$ cat src/hw/rtl/timestamped_velocity_ledger_core_macros.svh
// assertion helpers for the ledger datapath rtl
`ifndef TIMESTAMPED_VELOCITY_LEDGER_CORE_MACROS_SVH
`define TIMESTAMPED_VELOCITY_LEDGER_CORE_MACROS_SVH

`ifndef SYNTHESIS
// condition that must hold at every clock edge out of reset
`define TVL_ASSERT_ALWAYS(label, cond) \
    label: assert property (@(posedge clk) disable iff (!rst_n) (cond)) \
        else $error("tvl invariant violated");
// consequence that must hold in the cycle after the trigger
`define TVL_ASSERT_NEXT(label, trig, cons) \
    label: assert property (@(posedge clk) disable iff (!rst_n) (trig) |=> (cons)) \
        else $error("tvl sequence violated");
`else
`define TVL_ASSERT_ALWAYS(label, cond)
`define TVL_ASSERT_NEXT(label, trig, cons)
`endif

`endif

$ cat src/hw/rtl/tvl_pkg.sv
package tvl_pkg;

    localparam int TVL_CAPACITY = 256;

    localparam int TIME_W  = 40;
    localparam int VEL_W   = 24;
    localparam int CONF_W  = 17;
    localparam int AREA_W  = 48;
    localparam int EPOCH_W = 32;
    localparam int STAT_W  = 4;
    localparam int DT_HALF = 20;
    localparam int MUL_W   = VEL_W + DT_HALF + 1;
    localparam int PROD_W  = 64;
    localparam int SHIFT   = 12;

    localparam logic [CONF_W-1:0] CONF_ONE = 17'd65536;

    localparam logic [1:0] CMD_APPEND = 2'd0;
    localparam logic [1:0] CMD_INTEG  = 2'd1;
    localparam logic [1:0] CMD_CLEAR  = 2'd2;

    localparam logic [STAT_W-1:0] ST_VALID      = 4'd0;
    localparam logic [STAT_W-1:0] ST_EMPTY      = 4'd1;
    localparam logic [STAT_W-1:0] ST_BAD_REQ    = 4'd2;
    localparam logic [STAT_W-1:0] ST_INCOMPLETE = 4'd3;
    localparam logic [STAT_W-1:0] ST_BAD_MODEL  = 4'd4;
    localparam logic [STAT_W-1:0] ST_BAD_SAMPLE = 4'd5;
    localparam logic [STAT_W-1:0] ST_BACKEND    = 4'd6;
    localparam logic [STAT_W-1:0] ST_CLOCK      = 4'd7;
    localparam logic [STAT_W-1:0] ST_EPOCH      = 4'd8;

    localparam logic signed [PROD_W-1:0] SAT_HI = 64'sh0000_7FFF_FFFF_FFFF;
    localparam logic signed [PROD_W-1:0] SAT_LO = -64'sh0000_8000_0000_0000;

    typedef enum logic [4:0] {
        OP_NONE, OP_LOAD, OP_CLEAR, OP_AP_REJECT, OP_AP_EPOCH, OP_AP_WRITE,
        OP_RD_OLDEST, OP_SR_INIT, OP_SR_READ, OP_SR_STEP, OP_SR_SAVE,
        OP_AREA_READ, OP_AREA_DT, OP_AREA_MLO, OP_AREA_MHI, OP_AREA_SUM,
        OP_AREA_SAVE, OP_SC_INIT, OP_SC_READ, OP_SC_STEP, OP_FINISH
    } op_t;

    // search pass and area source share one selector
    typedef enum logic [1:0] {SEL_B_LE, SEL_E_LE, SEL_E_LT, SEL_PREV} sel_t;

    typedef enum logic [2:0] {
        RK_CLEAR, RK_BADREQ, RK_LATCHED, RK_ACCEPT,
        RK_ZERO_WIN, RK_INCOMPLETE, RK_BADMODEL, RK_WINDOW
    } kind_t;

    typedef struct packed {
        op_t   op;
        sel_t  sel;
        kind_t kind;
    } dp_cmd_t;

    typedef struct packed {
        logic [1:0] item_cmd;
        logic       ap_reject;
        logic       ap_need_prev;
        logic       rev;
        logic       empty;
        logic       zero;
        logic       cover_fail;
        logic       sr_done;
        logic       sc_done;
        logic       bad;
        logic       out_free;
    } dp_stat_t;

    typedef struct packed {
        logic [TIME_W-1:0]        stamp;
        logic signed [VEL_W-1:0]  vel_x;
        logic signed [VEL_W-1:0]  vel_y;
        logic [CONF_W-1:0]        conf;
        logic                     model_ok;
        logic signed [AREA_W-1:0] area_x;
        logic signed [AREA_W-1:0] area_y;
    } entry_t;

    function automatic logic signed [AREA_W-1:0] sat48(input logic signed [PROD_W-1:0] v);
        logic signed [AREA_W-1:0] r;
        if (v > SAT_HI) r = SAT_HI[AREA_W-1:0];
        else if (v < SAT_LO) r = SAT_LO[AREA_W-1:0];
        else r = v[AREA_W-1:0];
        return r;
    endfunction

endpackage

$ cat src/hw/rtl/tvl_ctrl.sv
module tvl_ctrl (
    input  logic              clk,
    input  logic              rst_n,
    input  logic              in_valid,
    output logic              in_ready,
    output tvl_pkg::dp_cmd_t  ctl,
    input  tvl_pkg::dp_stat_t sts
);
    import tvl_pkg::*;

    typedef enum logic [16:0] {
        S_IDLE    = 17'b00000000000000001,
        S_DECODE  = 17'b00000000000000010,
        S_OLD_CHK = 17'b00000000000000100,
        S_SR_INIT = 17'b00000000000001000,
        S_SR_TEST = 17'b00000000000010000,
        S_SR_CMP  = 17'b00000000000100000,
        S_AR_RD   = 17'b00000000001000000,
        S_AR_DT   = 17'b00000000010000000,
        S_AR_MLO  = 17'b00000000100000000,
        S_AR_MHI  = 17'b00000001000000000,
        S_AR_SUM  = 17'b00000010000000000,
        S_AR_SAVE = 17'b00000100000000000,
        S_SC_INIT = 17'b00001000000000000,
        S_SC_TEST = 17'b00010000000000000,
        S_SC_CHK  = 17'b00100000000000000,
        S_AP_WR   = 17'b01000000000000000,
        S_FIN     = 17'b10000000000000000
    } state_t;

    state_t state_reg, state_next;
    sel_t   sel_reg, sel_next;
    kind_t  kind_reg, kind_next;

    always_ff @(posedge clk or negedge rst_n)
    begin
        if (!rst_n)
        begin
            state_reg <= S_IDLE;
            sel_reg   <= SEL_B_LE;
            kind_reg  <= RK_CLEAR;
        end
        else
        begin
            state_reg <= state_next;
            sel_reg   <= sel_next;
            kind_reg  <= kind_next;
        end
    end

    always_comb
    begin
        state_next = state_reg;
        sel_next   = sel_reg;
        kind_next  = kind_reg;
        in_ready   = 1'b0;
        ctl.op     = OP_NONE;
        ctl.sel    = sel_reg;
        ctl.kind   = kind_reg;
        unique case (state_reg)
            S_IDLE:
            begin
                in_ready = 1'b1;
                if (in_valid)
                begin
                    ctl.op     = OP_LOAD;
                    state_next = S_DECODE;
                end
            end
            S_DECODE:
            begin
                state_next = S_FIN;
                unique case (sts.item_cmd)
                    CMD_APPEND:
                    begin
                        if (sts.ap_reject)
                        begin
                            ctl.op    = OP_AP_REJECT;
                            kind_next = RK_LATCHED;
                        end
                        else
                        begin
                            ctl.op = OP_AP_EPOCH;
                            if (sts.ap_need_prev)
                            begin
                                sel_next   = SEL_PREV;
                                state_next = S_AR_RD;
                            end
                            else
                            begin
                                state_next = S_AP_WR;
                            end
                        end
                    end
                    CMD_INTEG:
                    begin
                        if (sts.rev) kind_next = RK_BADREQ;
                        else if (sts.empty) kind_next = RK_LATCHED;
                        else if (sts.zero) kind_next = RK_ZERO_WIN;
                        else
                        begin
                            ctl.op     = OP_RD_OLDEST;
                            state_next = S_OLD_CHK;
                        end
                    end
                    CMD_CLEAR:
                    begin
                        ctl.op    = OP_CLEAR;
                        kind_next = RK_CLEAR;
                    end
                    default: kind_next = RK_BADREQ;
                endcase
            end
            S_OLD_CHK:
            begin
                if (sts.cover_fail)
                begin
                    kind_next  = RK_INCOMPLETE;
                    state_next = S_FIN;
                end
                else
                begin
                    sel_next   = SEL_B_LE;
                    state_next = S_SR_INIT;
                end
            end
            S_SR_INIT:
            begin
                ctl.op     = OP_SR_INIT;
                state_next = S_SR_TEST;
            end
            S_SR_TEST:
            begin
                if (sts.sr_done)
                begin
                    ctl.op = OP_SR_SAVE;
                    unique case (sel_reg)
                        SEL_B_LE:
                        begin
                            sel_next   = SEL_E_LE;
                            state_next = S_SR_INIT;
                        end
                        SEL_E_LE:
                        begin
                            sel_next   = SEL_E_LT;
                            state_next = S_SR_INIT;
                        end
                        default:
                        begin
                            sel_next   = SEL_B_LE;
                            state_next = S_AR_RD;
                        end
                    endcase
                end
                else
                begin
                    ctl.op     = OP_SR_READ;
                    state_next = S_SR_CMP;
                end
            end
            S_SR_CMP:
            begin
                ctl.op     = OP_SR_STEP;
                state_next = S_SR_TEST;
            end
            S_AR_RD:
            begin
                ctl.op     = OP_AREA_READ;
                state_next = S_AR_DT;
            end
            S_AR_DT:
            begin
                ctl.op     = OP_AREA_DT;
                state_next = S_AR_MLO;
            end
            S_AR_MLO:
            begin
                ctl.op     = OP_AREA_MLO;
                state_next = S_AR_MHI;
            end
            S_AR_MHI:
            begin
                ctl.op     = OP_AREA_MHI;
                state_next = S_AR_SUM;
            end
            S_AR_SUM:
            begin
                ctl.op     = OP_AREA_SUM;
                state_next = S_AR_SAVE;
            end
            S_AR_SAVE:
            begin
                ctl.op = OP_AREA_SAVE;
                unique case (sel_reg)
                    SEL_PREV: state_next = S_AP_WR;
                    SEL_B_LE:
                    begin
                        sel_next   = SEL_E_LE;
                        state_next = S_AR_RD;
                    end
                    default: state_next = S_SC_INIT;
                endcase
            end
            S_SC_INIT:
            begin
                ctl.op     = OP_SC_INIT;
                state_next = S_SC_TEST;
            end
            S_SC_TEST:
            begin
                if (sts.sc_done)
                begin
                    kind_next  = sts.bad ? RK_BADMODEL : RK_WINDOW;
                    state_next = S_FIN;
                end
                else
                begin
                    ctl.op     = OP_SC_READ;
                    state_next = S_SC_CHK;
                end
            end
            S_SC_CHK:
            begin
                ctl.op     = OP_SC_STEP;
                state_next = S_SC_TEST;
            end
            S_AP_WR:
            begin
                ctl.op     = OP_AP_WRITE;
                kind_next  = RK_ACCEPT;
                state_next = S_FIN;
            end
            S_FIN:
            begin
                if (sts.out_free)
                begin
                    ctl.op     = OP_FINISH;
                    state_next = S_IDLE;
                end
            end
            default: state_next = S_IDLE;
        endcase
    end

endmodule

$ cat config.mk
export PLATFORM = sky130hd
export DESIGN_NAME = tvl_ctrl
export DESIGN_NICKNAME = d
export VERILOG_FILES = /design/src/hw/rtl/timestamped_velocity_ledger_core_macros.svh /design/src/hw/rtl/tvl_pkg.sv /design/src/hw/rtl/tvl_ctrl.sv
export SDC_FILE = /design/constraint.sdc
export NUM_CORES = 1
export LEC_CHECK = 0
export BUFFER_PORTS_ARGS = -buffer_cell sky130_fd_sc_hd__buf_2
export CORE_MARGIN = 1.5
export CORE_UTILIZATION = 40
export CTS_CLUSTER_DIAMETER = 40
export DETAILED_ROUTE_END_ITERATION = 7
export PLACE_DENSITY_LB_ADDON = 0.15
export SLEW_MARGIN = 10
export SYNTH_ARGS = -nofsm -noshare
export SYNTH_HDL_FRONTEND = slang
export SYNTH_SLANG_ARGS = --single-unit
$ cat constraint.sdc
create_clock -name clk -period 4.4 [get_ports clk]
set_clock_uncertainty 0.2 [all_clocks]
set_input_delay 0 -clock clk [delete_from_list [all_inputs] [get_ports clk]]
set_output_delay 0 -clock clk [all_outputs]
set_load 0.005 [all_outputs]
* Word level (Yosys, flattened, before mapping)
Index checks and enable logic that the tools add are counted.
** Word-level totals
- Flip-flop bits (word level) :: 22
- Bits in latches :: 0
- Memory bits (writable) :: 0
- ROM bits :: 0
- Bits of input ports :: 15
- Output and inout bits :: 11
- Logic and storage cells :: 88
- Memories :: 0
** Cells by class
- Add/sub/neg operators :: 0
- $mul :: 0
- Divide/modulo/power cells :: 0
- Magnitude comparators :: 0
- Eq/ne operators :: 33
- Shifts and indexed selects :: 0
- Muxes and demuxes :: 42
- Bitwise operators :: 0
- Reductions and logical operators :: 10
** Operators with widths (number)
- 17-bit one-hot mux with 15 select lines :: 1
- 17-bit 2-to-1 mux :: 9
- 5-bit one-hot mux with 16 select lines :: 1
- 17-bit one-hot mux with 2 select lines :: 1
- 16-bit one-hot mux with 2 select lines :: 1
- 3-bit 2-to-1 mux :: 10
- 2-bit inequality test (second input constant) :: 9
- 3-bit one-hot mux with 3 select lines :: 2
- 17-bit by 1-bit equality test with 1-bit output (second input constant) :: 1
- 17-bit by 10-bit equality test with 1-bit output (second input constant) :: 1
- 17-bit by 11-bit equality test with 1-bit output (second input constant) :: 1
- 17-bit by 12-bit equality test with 1-bit output (second input constant) :: 1
- 17-bit by 13-bit equality test with 1-bit output (second input constant) :: 1
- 17-bit by 14-bit equality test with 1-bit output (second input constant) :: 1
- 17-bit by 15-bit equality test with 1-bit output (second input constant) :: 1
- 17-bit by 16-bit equality test with 1-bit output (second input constant) :: 1
- 17-bit equality test (second input constant) :: 1
- 17-bit by 2-bit equality test with 1-bit output (second input constant) :: 1
- 17-bit by 3-bit equality test with 1-bit output (second input constant) :: 1
- 17-bit by 4-bit equality test with 1-bit output (second input constant) :: 1
- 17-bit by 5-bit equality test with 1-bit output (second input constant) :: 1
- 17-bit by 6-bit equality test with 1-bit output (second input constant) :: 1
- 17-bit by 7-bit equality test with 1-bit output (second input constant) :: 1
- 17-bit by 8-bit equality test with 1-bit output (second input constant) :: 1
- 20 further kinds :: 35

* Depth between registers and ports, before layout
Gate-level depths: netlist (run 1).
- Depth in word-level cells :: 5
- Mapped depth :: 7
- Mapped depth without buffers :: 6

* Least setup slack after synthesis (run 1)
No wires, ideal clock.
- Kind :: register to register
- From :: register state_reg[8]
- To :: register kind_reg[1]
- Library setup time :: 0.127 ns
- Data arrival time :: 2.011 ns
- Data required time :: 4.073 ns
- Slack :: 2.061 ns
- Stages on the path, launching flop included :: 8
- Buffers on the path :: 2
- Clock period less this slack :: 2.339 ns
- Cells stage by stage :: dfrtp_1 -> buf_6 -> or4_4 -> nor4_4 -> and3_1 -> buf_6 -> a221o_2 -> mux2_1
** Between the ends
- Longest elaborated chain between the ends :: 3
- Elaborated cells on any way between the ends :: 11
- Those cells by class :: eq/ne: 8; mux: 1; reduce/logical: 2
** RTL lines
- start, declared :: line tvl_ctrl.sv:31 : state_t state_reg, state_next;
- start signal, assigned :: line tvl_ctrl.sv:45 : state_reg <= state_next;
- 17-bit by 2-bit equality test with 1-bit output, or another cell as far along :: line tvl_ctrl.sv:60 : unique case (state_reg)
- 5-bit inequality test (no source line), or another cell as far along
- 5-bit AND reduction (no source line)
- end signal, assigned :: line tvl_ctrl.sv:47 : kind_reg <= kind_next;
- end, declared :: line tvl_ctrl.sv:33 : kind_t kind_reg, kind_next;
Several ways; a longest one is shown, not always the timed one.
A chain may end at the register's enable or synchronous reset.

* Worst setup path after layout (run 1)
- From :: register state_reg[5]
- To :: register state_reg[15]
** Between the ends
- Longest elaborated chain between the ends :: 3
- Elaborated cells on any way between the ends :: 23
- Those cells by class :: eq/ne: 19; mux: 1; reduce/logical: 3
** RTL lines (line)
- 17-bit by 15-bit equality test with 1-bit output, or another cell as far along :: tvl_ctrl.sv:60
- 2-bit OR reduction (no source line) / 2-bit inequality test (equally long branches)
- 17-bit one-hot mux with 15 select lines / 2-bit AND reduction (equally long branches)
Several ways; a longest one is shown, not always the timed one.

==> results of run 1 <==
cell type report:
type	instances	area (um2)	share of cell area [%]
clock buffers	4	45.04	2.306
inverters	9	33.78	1.730
multi-input cells	145	1035	52.98
flip-flops and latches	22	551.8	28.25
well taps	50	62.56	3.203
repair buffers	35	225.2	11.53
power groups by stage:
stage	registers [W]	logic, W	clock network (W)
after floorplan	0.000261	0.000172	0
after global placement	0.000267	0.000246	0
after detailed placement	0.000267	0.000244	0
after CTS	0.000262	0.000252	0.000137
after global routing	0.000267	0.000284	0.000144
final	0.000263	0.000254	0.000135
kinds of logic after synthesis:
group / after synthesis / share of synthesized area, %
buf+inv: 20 / 6.420
compound gates: 33 / 13.80
xor+xnor: 2 / 1.033
mux: 6 / 3.690
flops: 22 / 32.55
simple gates: 100 / 39.56
fa+ha+maj: 4 / 2.952
layout by cell type, fill, tap and decap left out, types with 2 or more instances in the layout:
master and count:
a21oi_1 5, o22ai_1 2, nor4_1 8, clkbuf_8 3, nor3_1 7, o211ai_1 2, or4_4 2, nor3b_1 2
mux2i_1 4, or4b_2 4, o21ai_0 7, nor4b_1 6, buf_2 25, or4_1 4, dfrtp_1 21, nand2b_1 5
nor4_4 3, nand2_1 7, nand4_1 6, nor2b_1 2, nor2_1 16, xnor2_1 2, mux2_1 2, inv_1 9
nor4_2 2, and2_1 3, ha_1 4, dlygate4sd3_1 10, and3_1 5, or3_1 2, nand3_1 8
metrics by stage:
stage / hold WS (ns) / cells / setup slack, ns / instance area [um2]
after floorplan: -0.4956 / 187 / 2.061 / 1695
after global placement: -0.2092 / 251 / 1.806 / 1808
after detailed placement: -0.1965 / 251 / 1.729 / 1808
after CTS: 0.01489 / 265 / 1.588 / 1953
after global routing: 0.04130 / 265 / 1.453 / 1953
final: 0.009595 / 265 / 1.578 / 1953
worst min path at each step:
| stage | end | slack, ns | depth (start not counted) |
|---|---|---|---|
| final | state_reg[16] | 0.01 | 4 |
| after global routing | state_reg[16] | 0.04 | 4 |
| after CTS | state_reg[16] | 0.01 | 4 |
| after detailed placement | sel_reg[0] | -0.20 | 1 |
| after global placement | sel_reg[1] | -0.21 | 1 |
| after floorplan | kind_reg[0] | -0.50 | 0 |
critical path, cell delays in order, from the launching register on:
cell and delay (ns):
dfrtp_1 0.53, or4_1 0.63, nor3_1 0.24, and3_1 0.36, nand2_1 0.11, o21ai_1 0.13, dlygate4sd3_1 0.56
layer usage:
layer | vias to the layer above | routed length, um | track usage, %
li1 | 771 | - | -
met1 | 775 | 2050 | 28.00
met2 | 85 | 2205 | 36.41
met3 | 11 | 273 | 3.289
met4 | 0 | 110 | 8.750
met5 | - | 0 | 0
what timing repair did:
item,4_1_cts,5_1_grt
endpoints found under the hold margin,32,0
endpoints found under the setup margin,0,0
hold buffers,10,0
==> flow_metrics.env, run 1 <==
export IMPL_min_from="sts[0]"
export IMPL_slew_violations=0
export IMPL_diodes=0
export IMPL_drv_cap=0
export IMPL_fmax_ghz=0.3543
export IMPL_cp_max_fo=13
export IMPL_fin_crit_sh_pct=64.14
export IMPL_grt_setup_unrepaired="no"
export IMPL_timing_rr_start="state_reg[5]"
export IMPL_synthToLayoutAreaGrowth_pct=15.20
export IMPL_r2r_slack_ns=1.58
export IMPL_setup_viol=0
export IMPL_fp_row_count=23
export IMPL_clock_latency_ns=0.27
export IMPL_intPower_w=0.0004095
export IMPL_r2r_cells=6
export IMPL_yosysMostFrequentCell="dfrtp_1"
export IMPL_crit_path_end="state_reg[15]"
export IMPL_grt_ovfl_total=0
export IMPL_p_clk_share_pct=20.7
export IMPL_yosysTopAreaCellShare_pct=31.00
export IMPL_leakage_nw=0.9026
export IMPL_synth_flop_cell="dfrtp_1"
export IMPL_ir_drop_uv=220.3
export IMPL_cts_resized_gates=0
export IMPL_ios=26
export IMPL_wirelength_mm=4.640
export IMPL_slew_headroom_pct=53.64
export IMPL_nNetsFinal=235
export IMPL_fp_dieArea_um2=4638
export IMPL_fillCellCount=412
export IMPL_grt_use_total_pct=21.74
export IMPL_via_count=1642
export IMPL_finalCriticalPeriod_ns=2.822
export IMPL_final_antenna_net_count=0
export IMPL_initial_utilization_pct=42.08
export IMPL_swShare_pct=37.26
export IMPL_synthTopCellsByCount="dfrtp_1, nor2_1, inv_1, nand3_1, nor4_1"
export IMPL_cts_buffers=3
export IMPL_yosysWarnings=0
export IMPL_port_buffers=25
export IMPL_outcome="complete, no violations"
export IMPL_seq_area_frac_synth_pct=32.55
export IMPL_hold_viol=0
export IMPL_cp_required_ns=4.41
export IMPL_root_buffer="clkbuf_8"
export IMPL_crit_start="state_reg[5]"
export IMPL_h_tree_depth=1
export IMPL_arrival_ns=2.83
export IMPL_die_w_um=68.11
export IMPL_drtIter0Drc=109
export IMPL_cts_tree="yes"
export IMPL_drc=0
export IMPL_grt_max_degree=23
export IMPL_syn_nets=206
export IMPL_critPathKind="reg -> reg"
export IMPL_fp_dieH_um=68.11
export IMPL_antenna_found_initial=0
export IMPL_synth_cell_types=58
export IMPL_synth_edf_count=0
export IMPL_worst_pin_slew_ns=0.6858
export IMPL_grt_pass1_vias=1532
export IMPL_synthesis_area_um2=1695
export IMPL_clkTransAtPathRegs_ns=0.08
export IMPL_pwr_share_comb_pct=39.0
export IMPL_power_share_sequential_pct=40.3
export IMPL_ys_top_cells_by_area="dfrtp_1, nor4_4, nor2_1"
export IMPL_drive_above_1_share_pct=20.47
export IMPL_placeableCoreArea_um2=4029
export IMPL_grt_pass1_wl_mm=7.424
export IMPL_synth_area_leader_cell="dfrtp_1"
export IMPL_netlist_instances=187
export IMPL_dr_pass1_iters=4
export IMPL_postCtsSetupBuffers=0
export IMPL_async_flop_share_pct=100.0
export IMPL_switching_power_w=0.0002432
export IMPL_power_density_nw_per_um2=334.2
export IMPL_hp_class="in -> reg"
export IMPL_cp_end_kind="flip-flop"
export IMPL_viasPerCell=6.196
export IMPL_clockBufferDepth=2
export IMPL_largest_register_ffs=17
export IMPL_cts_sinks=22
export IMPL_avgRoutedWirePerCell_um=17.51
export IMPL_crit_path_start_kind="flip-flop"
export IMPL_fin_tns_setup_ns=0
export IMPL_finalWeightedCongestion=0.8809
export IMPL_hpwl_mm=3.562
export IMPL_p_total_w=0.0006527
export IMPL_final_util_pct=48.48
export IMPL_synth_seq_cells=22
export IMPL_synth_area_per_cell_um2=9.066
export IMPL_reg2reg_to="state_reg[15]"
No activity file was read; power rests on OpenSTA's default activity.
==> run 2: changes to the inputs <==
==> constraint.sdc (replaced) <==
create_clock -name clk -period 2.5 [get_ports clk]
set_clock_uncertainty 0.2 [all_clocks]
set_input_delay 0 -clock clk [delete_from_list [all_inputs] [get_ports clk]]
set_output_delay 0 -clock clk [all_outputs]
set_load 0.005 [all_outputs]
==> flow_metrics.env, run 2 (synthesis results as in run 1) <==
export IMPL_fp_dieArea_um2=4638
export IMPL_avgRoutedWirePerCell_um=17.16
export IMPL_die_w_um=68.11
export IMPL_viasPerCell=5.921
export IMPL_outcome="complete, no violations"
export IMPL_wirelength_mm=5.182
export IMPL_crit_path_start_kind="flip-flop"
export IMPL_clock_latency_ns=0.27
export IMPL_clockBufferDepth=2
export IMPL_slew_violations=0
export IMPL_arrival_ns=2.26
export IMPL_slew_headroom_pct=60.08
export IMPL_h_tree_depth=1
export IMPL_hp_class="in -> reg"
export IMPL_cp_required_ns=2.30
export IMPL_setup_viol=0
export IMPL_hpwl_mm=3.920
export IMPL_crit_buf_inv=2
export IMPL_clkTransAtPathRegs_ns=0.08
export IMPL_design_area_um2=2330
export IMPL_fin_crit_sh_pct=98.29
export IMPL_path_cells="buf_4 > or4b_2 > o311ai_1 > nand4_1 > o311ai_2 > a311o_1 > buf_2"
export IMPL_cts_sinks=22
export IMPL_cp_end_kind="output port"
export IMPL_ir_drop_uv=500.4
export IMPL_p_total_w=0.001325
export IMPL_port_buffers=25
export IMPL_synthToLayoutAreaGrowth_pct=37.42
export IMPL_fp_dieH_um=68.11
export IMPL_grt_setup_unrepaired="yes"
export IMPL_worst_pin_slew_ns=0.5905
export IMPL_antenna_found_initial=0
export IMPL_cp_max_fo=5
export IMPL_fillCellCount=353
export IMPL_dr_pass1_iters=4
export IMPL_final_cell_mix="buf_4, buf_2, dfrtp_1"
export IMPL_finalWeightedCongestion=0.9534
export IMPL_hold_viol=0
export IMPL_drive_above_1_share_pct=36.90
export IMPL_grt_max_degree=23
export IMPL_initial_utilization_pct=42.08
export IMPL_fin_tns_setup_ns=0
export IMPL_diodes=0
export IMPL_fmax_ghz=0.4069
export IMPL_ios=26
export IMPL_power_density_nw_per_um2=568.6
export IMPL_leakage_nw=1.096
export IMPL_critPathKind="reg -> out"
export IMPL_cts_buffers=3
export IMPL_drc=0
export IMPL_fp_row_count=23
export IMPL_final_antenna_net_count=0
export IMPL_grt_pass1_wl_mm=8.183
export IMPL_critPathTopFamily="simple AND/OR/NAND/NOR gates"
export IMPL_nNetsFinal=272
export IMPL_layout_commonest_cell="buf_4"
export IMPL_holdWs_ns=0.01421
export IMPL_grt_ovfl_total=0
export IMPL_drv_cap=0
export IMPL_root_buffer="clkbuf_8"
export IMPL_cts_tree="yes"
export IMPL_grt_pass1_vias=1813
export IMPL_drtIter0Drc=77
export IMPL_finalCriticalPeriod_ns=2.457
export IMPL_largest_register_ffs=17
export IMPL_grt_use_total_pct=23.79
export IMPL_cpPeakStageDelay_ns=0.67
export IMPL_final_util_pct=57.83
export IMPL_placeableCoreArea_um2=4029
export IMPL_place_area_um2=2011
export IMPL_slowest_stage="or4b_2"
export IMPL_via_count=1788
export IMPL_r2r_slack_ns=0.13
==> run 2: per-layer routing <==
metal  GRT usage, %  up-vias  routed length [um]
li1               -      852                   -
met1          28.81      843                2159
met2          41.38       77                2619
met3          4.276       16                 284
met4          9.750        0                 118
met5              0        -                   0
==> run 2: what timing repair did <==
item                                   4_1_cts  5_1_grt
endpoints found under the hold margin       32        0
buffers inserted                             0        8
pin swaps                                    0        5
gates cloned                                 0        0
setup endpoints to repair                    2        7
resized for setup                            2       19
hold buffers                                12        0
==> run 2: path summary, 6_finish.rpt <==
kind,from,to,cells after the start
max,state_reg[5],ctl[5],7
min,sts[7],kind_reg[0],4
max reg2reg,state_reg[16],kind_reg[2],5
min reg2reg,kind_reg[1],kind_reg[1],1
max in group asynchronous,rst_n,state_reg[6],2
min in group asynchronous,rst_n,sel_reg[1],2
==> run 2: worst min-delay path, delay by kind of cell <==
family                 cells  cell delay [ns]
buffers and inverters      1             0.09
muxes                      1             0.14
AOI/OAI and AO/OA          2             0.22
==> run 2: layout make-up <==
type | instances | area [um2] | share of cell area [%]
Clock buffer | 4 | 45.04 | 1.933
Inverter | 9 | 33.78 | 1.450
Multi-Input combinational cell | 145 | 1120 | 48.07
Sequential cell | 22 | 556.8 | 23.90
Tap cell | 50 | 62.56 | 2.685
Timing Repair Buffer | 72 | 511.7 | 21.97
==> run 2: metrics by stage <==
stage               instances  setup WS, ns
global placement          278       0.08492
detailed placement        278        0.1034
CTS                       294       0.02372
global route              302      -0.02524
finish                    302       0.04269
floorplan                 187        0.1615
==> run 2: power by group <==
part	total, W	switching (W)	internal [W]
Clock	0.000233	0.000119	0.000114
Sequential	0.000455	0.0000488	0.000406
Combinational	0.000637	0.000306	0.000330
Total	0.00132	0.000475	0.000850
